File: src/rtl/fps_pkg.sv
// ----------------------------------------------------------------------------
// fps_pkg
// Types and constants shared by the binary indexed tree point-set/range-sum
// block: item structs, controller states and controller/datapath signals.
// ----------------------------------------------------------------------------
package fps_pkg;

  localparam int unsigned POS_W  = 11;
  localparam int unsigned DATA_W = 64;

  localparam logic [POS_W-1:0] USED_SIZE_RST = 11'd1024;

  localparam logic ACT_ASSIGN = 1'b0;
  localparam logic ACT_QUERY  = 1'b1;

  typedef struct packed {
    logic                     action;
    logic [POS_W-1:0]         position;
    logic [POS_W-1:0]         right_end;
    logic signed [DATA_W-1:0] new_value;
  } in_item_t;

  typedef struct packed {
    logic signed [DATA_W-1:0] range_sum;
    logic                     index_error;
  } out_item_t;

  typedef enum logic [3:0] {
    ST_CLEAR,
    ST_IDLE,
    ST_DECIDE,
    ST_PV_WR,
    ST_A_RD,
    ST_A_WR,
    ST_Q_RD,
    ST_Q_ACC,
    ST_Q_SW,
    ST_EMIT
  } state_e;

  typedef struct packed {
    logic load;
    logic clr;
    logic pv_rd;
    logic pv_wr;
    logic ps_rd;
    logic ps_wr;
    logic acc;
    logic to_left;
    logic emit;
  } cmd_t;

  typedef struct packed {
    logic clr_done;
    logic err;
    logic act;
    logic chain_end;
    logic walk_end;
    logic left_one;
    logic sub_phase;
  } sts_t;

endpackage

File: src/rtl/fps_ctrl.sv
// ----------------------------------------------------------------------------
// fps_ctrl
// Sequencer for the tree: clearing pass, assign chain walk with
// read-modify-write, and the two prefix walks of a range query.
// ----------------------------------------------------------------------------
module fps_ctrl (
  input  logic          clk_i,
  input  logic          rst_ni,
  input  logic          start,
  output logic          busy,
  input  fps_pkg::sts_t sts_i,
  output fps_pkg::cmd_t cmd_o
);
  import fps_pkg::*;

  state_e state_q, state_d;

  always_ff @(posedge clk_i or negedge rst_ni) begin
    if (!rst_ni) begin
      state_q <= ST_CLEAR;
    end else begin
      state_q <= state_d;
    end
  end

  always_comb begin
    state_d = state_q;
    cmd_o   = '0;
    busy    = 1'b1;
    case (state_q)
      ST_CLEAR: begin
        cmd_o.clr = 1'b1;
        if (sts_i.clr_done) begin
          state_d = ST_IDLE;
        end
      end
      ST_IDLE: begin
        busy = 1'b0;
        if (start) begin
          cmd_o.load = 1'b1;
          state_d    = ST_DECIDE;
        end
      end
      ST_DECIDE: begin
        if (sts_i.err) begin
          cmd_o.emit = 1'b1;
          state_d    = ST_IDLE;
        end else if (sts_i.act == ACT_ASSIGN) begin
          cmd_o.pv_rd = 1'b1;
          state_d     = ST_PV_WR;
        end else begin
          cmd_o.ps_rd = 1'b1;
          state_d     = ST_Q_ACC;
        end
      end
      ST_PV_WR: begin
        cmd_o.pv_wr = 1'b1;
        state_d     = ST_A_RD;
      end
      ST_A_RD: begin
        cmd_o.ps_rd = 1'b1;
        state_d     = ST_A_WR;
      end
      ST_A_WR: begin
        cmd_o.ps_wr = 1'b1;
        state_d     = sts_i.chain_end ? ST_IDLE : ST_A_RD;
      end
      ST_Q_RD: begin
        cmd_o.ps_rd = 1'b1;
        state_d     = ST_Q_ACC;
      end
      ST_Q_ACC: begin
        cmd_o.acc = 1'b1;
        if (!sts_i.walk_end) begin
          state_d = ST_Q_RD;
        end else if (sts_i.sub_phase || sts_i.left_one) begin
          state_d = ST_EMIT;
        end else begin
          state_d = ST_Q_SW;
        end
      end
      ST_Q_SW: begin
        cmd_o.to_left = 1'b1;
        state_d       = ST_Q_RD;
      end
      ST_EMIT: begin
        cmd_o.emit = 1'b1;
        state_d    = ST_IDLE;
      end
      default: begin
        state_d = ST_IDLE;
      end
    endcase
  end

endmodule

File: config.mk
export PLATFORM = sky130hd
export DESIGN_NAME = fps_ctrl
export DESIGN_NICKNAME = d
export VERILOG_FILES = /design/src/rtl/fps_pkg.sv /design/src/rtl/fps_ctrl.sv
export SDC_FILE = /design/constraint.sdc
export NUM_CORES = 1
export LEC_CHECK = 0
export BUFFER_PORTS_ARGS = -buffer_cell sky130_fd_sc_hd__buf_2
export CAP_MARGIN = 20
export CORE_AREA = 2 2 39 41
export CTS_CLUSTER_DIAMETER = 120
export DETAILED_ROUTE_END_ITERATION = 12
export DIE_AREA = 0 0 41 43
export GPL_TIMING_DRIVEN = 0
export PLACE_DENSITY = 0.61
export SYNTH_ARGS = -nofsm -noshare
export SYNTH_HDL_FRONTEND = slang
export SYNTH_SLANG_ARGS = --single-unit
File: constraint.sdc
create_clock -name clk_i -period 1.47 [get_ports clk_i]
set_input_delay 0.0735 -clock clk_i [delete_from_list [all_inputs] [get_ports clk_i]]
set_output_delay 0.0735 -clock clk_i [all_outputs]
set_load 0.1 [all_outputs]
==> results of run 1 <==
## metrics by stage
stage                     setup slack (ns)  utilization
after floorplan                     -0.603            -
after global placement              -0.235        0.412
after global routing               -0.0583        0.590
after CTS                         0.000582        0.530
final                             -0.00124        0.590
after detailed placement            -0.253        0.412
## cells by family (layout without fill, tap and decap cells)
kind of cell,after synthesis,in the layout,share of synthesized area
DFF,4,4,0.248
buffers and inverters,9,40,0.142
AOI/OAI and AO/OA,14,14,0.238
and+or+nand+nor,24,24,0.372
## cell usage in the layout (no fill, tap or decap), types with 2 or more instances in the layout
cell / netlist / routed
o21ai_0: 2 / 2
nor2_4: 0 / 2
buf_6: 3 / 6
and3_2: 0 / 2
nand2_1: 3 / 3
inv_1: 3 / 3
clkbuf_4: 0 / 3
buf_12: 0 / 5
dfrtp_2: 0 / 2
a21oi_1: 5 / 4
inv_2: 2 / 2
dfrtp_1: 4 / 2
nor3_4: 0 / 2
nor2_1: 6 / 3
buf_2: 1 / 9
buf_4: 0 / 9
buf_8: 0 / 2
## worst max-delay path by stage
stage,start,end,slack (ns),cells after the start
2_1_floorplan,state_q[2],state_q[0],-0.60,5
3_3_place_gp,state_q[0],cmd_o[3],-0.23,4
3_5_place_dp,state_q[0],cmd_o[8],-0.25,4
4_1_cts,state_q[2],cmd_o[1],0.0006,3
5_1_grt,state_q[0],cmd_o[0],-0.06,5
6_report,state_q[1],cmd_o[7],-0.001,4
## critical path, stage by stage, from the launching register on
cell and delay [ns]:
dfrtp_2 0.44, buf_8 0.15, buf_12 0.12, nor4_4 0.17
buf_6 0.27
## metal layers
layer  vias to the layer above  routed length, um
met3                         0                 42
met4                         0                  0
li1                        248                  -
met2                        14                664
met1                       222                488
met5                         -                  0
## synthesized netlist by cell type, types with 2 or more instances
master,n,area (um2)
a21oi_1,5,25.0
and3_1,3,18.8
buf_6,3,33.8
dfrtp_1,4,100
inv_1,3,11.3
inv_2,2,7.51
nand2_1,3,11.3
nor2_1,6,22.5
nor2b_1,2,12.5
nor3_1,2,10.0
o21ai_0,2,10.0
## repair_timing
action | 4_1_cts | 5_1_grt
hold endpoints to repair | 4 | 0
endpoints found under the setup margin | 10 | 6
buffers inserted | 4 | 4
gates resized for setup | 31 | 9
hold buffers | 1 | 0
pin swaps | 1 | 2
## final cells by class
type | instances | share of cell area
clock buffers | 3 | 0.0276
flip-flops and latches | 4 | 0.126
inverters | 5 | 0.0230
repair buffers | 28 | 0.328
plain buffers | 4 | 0.0644
well taps | 16 | 0.0245
multi-input cells | 38 | 0.406
==> impl_metrics.json, run 1 <==
{
  "outcome": "finished, violations left",
  "violations": "negative setup slack",
  "multi_input_area_um2": 332,
  "post_synth_num_cell_types": 27,
  "regToRegSetupSlack_ns": 0.06,
  "final_net_count": 94,
  "place_congestion": 0.738,
  "final_area_um2": 816,
  "main_synth_ff_type": "dfrtp_1",
  "path_clk_slew_ns": 0.04,
  "global_route.usage.met2": 0.244,
  "antenna_found_initial": 0,
  "root_buffer": "clkbuf_4",
  "timing.max_cap.violations": 0,
  "grt_max_degree": 11,
  "vias_in_the_first_global_route": 428,
  "cts_buffers": 3,
  "hold_violations": 0,
  "place.port_buffers": 19,
  "number_of_levels_in_the_clock_h_tree": 1,
  "drtIter0Drc": 10,
  "worst_clock_skew_ns": 0.00430,
  "r2r-start": "state_q[0]",
  "route.antenna.remaining_nets": 0,
  "top_usage_layer": "met2",
  "hold_start": "sts_i[6]",
  "place.detailed.instances": 86,
  "r2r.worst_path.cells": 5,
  "register_area_um2": 103,
  "syn_area_um2": 404,
  "cp_data_arrival_time_ns": 1.40,
  "nature_of_the_critical_path_endpoint": "output pin",
  "whs_path_depth": 3,
  "yosysWarnings": 0,
  "drc_errors": 0,
  "tightest_slew_ns": 0.293,
  "timing.hold.worst_endpoint": "state_q[0]",
  "wire_per_inst_um": 12.2,
  "place_hpwl_um": 816,
  "area_growth_syn_to_fin_pct": 102,
  "synth_enable_flop_cells": 0,
  "worstPathMaxFanout": 5,
  "maxSlewHeadroom": 0.804,
  "fp-row-count": 14,
  "drt_pre_antenna_iters": 4,
  "syn_avg_cell_area_um2": 7.92,
  "gr-usage-all-layers": 0.151,
  "dieWidth_um": 41,
  "hold_class": "in2reg",
  "largest_reg_flops": 4,
  "number_of_antenna_cells_inserted": 0,
  "grt_util_met3": 0.0314,
  "post_synth_inst_count": 51,
  "post-route-worst-setup-slack_ns": -0.00124,
  "maxClockFrequency_ghz": 0.680,
  "cts_tree": "yes",
  "clkSinkCount": 4,
  "register_name_with_the_most_flops": "state_q",
  "largest_registers": "state_q (4)",
  "floorplan.io_pins": 20,
  "maxSlewViolCount": 0,
  "die-area_mm2": 0.00176,
  "vias": 484,
  "crit-reg2reg-capture": "state_q[2]",
  "groute.layer.met1.usage": 0.164,
  "synth.yosys.seq_area_share": 0.248,
  "postSynthRegisterBits": 4,
  "post-route-period-util": 1.00,
  "setup_tns_ns": -0.00124,
  "finalWorstPathRequiredPeriod_ns": 1.47,
  "critical_path.startpoint_type": "flop",
  "clock_buffer_depth": 2,
  "syn-num-nets": 61,
  "rsz_0062_raised_after_global_routing": "yes",
  "drive_above_1_share": 0.683,
  "place_area_um2": 571,
  "die_height_um": 43,
  "hold_ws_ns": 0.112,
  "grt_first_pass_wirelength_um": 1750,
  "routed_wirelength_um": 1200,
  "effective_utilization_at_floorplan": 0.292,
  "final.fill_count": 121,
  "finish.cell_count_without_fillers": 98,
  "grt-ovfl-total": 0,
  "critical_path_class": "reg2out",
  "core_mm2": 0.00138,
  "clk_lat_worst_skew_ns": 0.23,
  "setup_viol": 1,
  "synth_async_sr_flop_share": 1.00,
  "vias_per_cell": 4.94,
  "required_ns": 1.40
}
Power of run 1 is left out: the tool's default activity adds up to more than one toggle a clock period on the data nets, which glitch-free logic cannot reach.
==> run 2: changes to the inputs <==
==> constraint.sdc (replaced) <==
create_clock -name clk_i -period 1.4 [get_ports clk_i]
set_input_delay 0.07 -clock clk_i [delete_from_list [all_inputs] [get_ports clk_i]]
set_output_delay 0.07 -clock clk_i [all_outputs]
set_load 0.1 [all_outputs]
==> run 2 against run 1 <==
  * The run still ends with negative setup slack left
  * Utilization decreased by 0.63 points
  * Via count increased by 4.1%
  * Cell area decreased by 1.1%
  * Wire length increased by 9.5%
  * Register-to-register slack got worse by 0.06 ns
  * Setup slack got worse by 0.082 ns
  * Non-clock buffer count decreased by 1
  * Die area unchanged
  * Sequential share of layout area increased by 0.14 points
==> impl_metrics.json, run 2 (synthesis gave the netlist of run 1 again) <==
{
  "outcome": "finished, violations left",
  "violations": "negative setup slack",
  "cellPowerDensity_mw_per_mm2": 2710,
  "cts_tree": "yes",
  "clk_lat_worst_skew_ns": 0.24,
  "total_leakage_power_nw": 0.370,
  "maxSlewHeadroom": 0.820,
  "layout_common_cells": "buf_2, buf_4, buf_6",
  "critical_path.startpoint_type": "flop",
  "hold_class": "in2reg",
  "vias": 504,
  "antenna_found_initial": 0,
  "grt_first_pass_wirelength_um": 2040,
  "rsz_0062_raised_after_global_routing": "yes",
  "die-area_mm2": 0.00176,
  "post-route-period-util": 1.06,
  "cts_buffers": 3,
  "place_congestion": 0.761,
  "finish.cell_count_without_fillers": 97,
  "crit-reg2reg-capture": "state_q[2]",
  "clock_buffer_depth": 2,
  "place_area_um2": 573,
  "fp-row-count": 14,
  "dieWidth_um": 41,
  "report.power.total_mw": 2.19,
  "number_of_levels_in_the_clock_h_tree": 1,
  "maxClockFrequency_ghz": 0.674,
  "r2r-start": "state_q[1]",
  "preCtsSetupSlack_ns": -0.310,
  "critical_path_class": "reg2out",
  "floorplan.io_pins": 20,
  "grt-ovfl-total": 0,
  "cp_data_arrival_time_ns": 1.41,
  "worst_clock_skew_ns": 0.00511,
  "top_layer_used": "met4",
  "setup_viol": 6,
  "final_area_um2": 807,
  "maxSlewViolCount": 0,
  "worstPathMaxFanout": 7,
  "vias_in_the_first_global_route": 488,
  "wire_per_inst_um": 13.5,
  "wl_met1_um": 532,
  "drive_above_1_share": 0.654,
  "timing.hold.worst_endpoint": "state_q[0]",
  "area_growth_syn_to_fin_pct": 99.7,
  "finalWorstPathRequiredPeriod_ns": 1.48,
  "root_buffer": "clkbuf_4",
  "r2r.worst_path.cells": 4,
  "required_ns": 1.33,
  "final.fill_count": 115,
  "gr-usage-all-layers": 0.170,
  "nature_of_the_critical_path_endpoint": "output pin",
  "largest_reg_flops": 4,
  "crit_path_from": "state_q[0]",
  "tightest_slew_ns": 0.269,
  "drc_errors": 0,
  "route.antenna.remaining_nets": 0,
  "grt_max_degree": 11,
  "clkSinkCount": 4,
  "path_clk_slew_ns": 0.03,
  "ir_drop_v": 0.00111,
  "mostFrequentLayoutCell": "buf_2",
  "post-route-worst-setup-slack_ns": -0.0829,
  "number_of_antenna_cells_inserted": 0,
  "die_height_um": 43,
  "hold_ws_ns": 0.118,
  "place.port_buffers": 19,
  "final_net_count": 93,
  "wl_met3_um": 59,
  "whs_path_depth": 3,
  "hold_violations": 0,
  "place.detailed.instances": 86,
  "largest_registers": "state_q (4)",
  "place_hpwl_um": 796,
  "regToRegSetupSlack_ns": 0,
  "core_mm2": 0.00138,
  "timing.max_cap.violations": 0,
  "effective_utilization_at_floorplan": 0.292,
  "met2RoutedLength_um": 701,
  "drt_pre_antenna_iters": 6,
  "vias_per_cell": 5.20,
  "routed_wirelength_um": 1310,
  "hold_start": "sts_i[6]",
  "drtIter0Drc": 15,
  "register_name_with_the_most_flops": "state_q"
}
run 2: per-stage QoR:
step | setup TNS [ns] | utilization
floorplan | -2.78 | -
global placement | -1.17 | 0.414
detailed placement | -1.15 | 0.414
CTS | -0.212 | 0.561
global route | -0.759 | 0.583
finish | -0.295 | 0.583
run 2: area by class of cell:
type,count,area (um2),area share
timing repair buffer,27,268,0.332
clock buffer,3,22.5,0.0279
multi-input combinational,38,323,0.400
buffer,4,52.6,0.0651
tap,16,20.0,0.0248
inverter,5,18.8,0.0233
sequential,4,103,0.127
run 2: what timing repair did:
item | CTS | global route
endpoints found under the setup margin | 10 | 10
endpoints found under the hold margin | 4 | 0
gates resized for setup | 37 | 6
hold buffers | 1 | 0
pin swaps | 4 | 1
setup buffers | 6 | 1
run 2: how the worst max path moves through the flow:
stage               cells after the start         end  slack (ns)
finish                                  5    cmd_o[0]       -0.08
global route                            5    cmd_o[0]       -0.15
CTS                                     5    cmd_o[0]       -0.07
detailed placement                      4    cmd_o[3]       -0.31
global placement                        4    cmd_o[3]       -0.32
floorplan                               5  state_q[0]       -0.67
run 2: critical path, cell delays in order (launching register included):
cell and delay (ns):
dfrtp_2 0.42, buf_8 0.15, nor2b_4 0.19, a32oi_1 0.08
nor2_2 0.14, buf_12 0.19
run 2: power by group:
group	internal, mW	total (mW)	switching (mW)
Clock	0.0958	0.142	0.0466
Combinational	0.700	1.82	1.12
Sequential	0.163	0.228	0.0646
run 2: metal layers:
metal | global-route usage | up-vias
met4 | 0.0733 | 0
li1 | - | 242
met3 | 0.0628 | 2
met5 | 0 | -
met2 | 0.269 | 19
met1 | 0.195 | 241
Power figures use the tool's default switching activity.
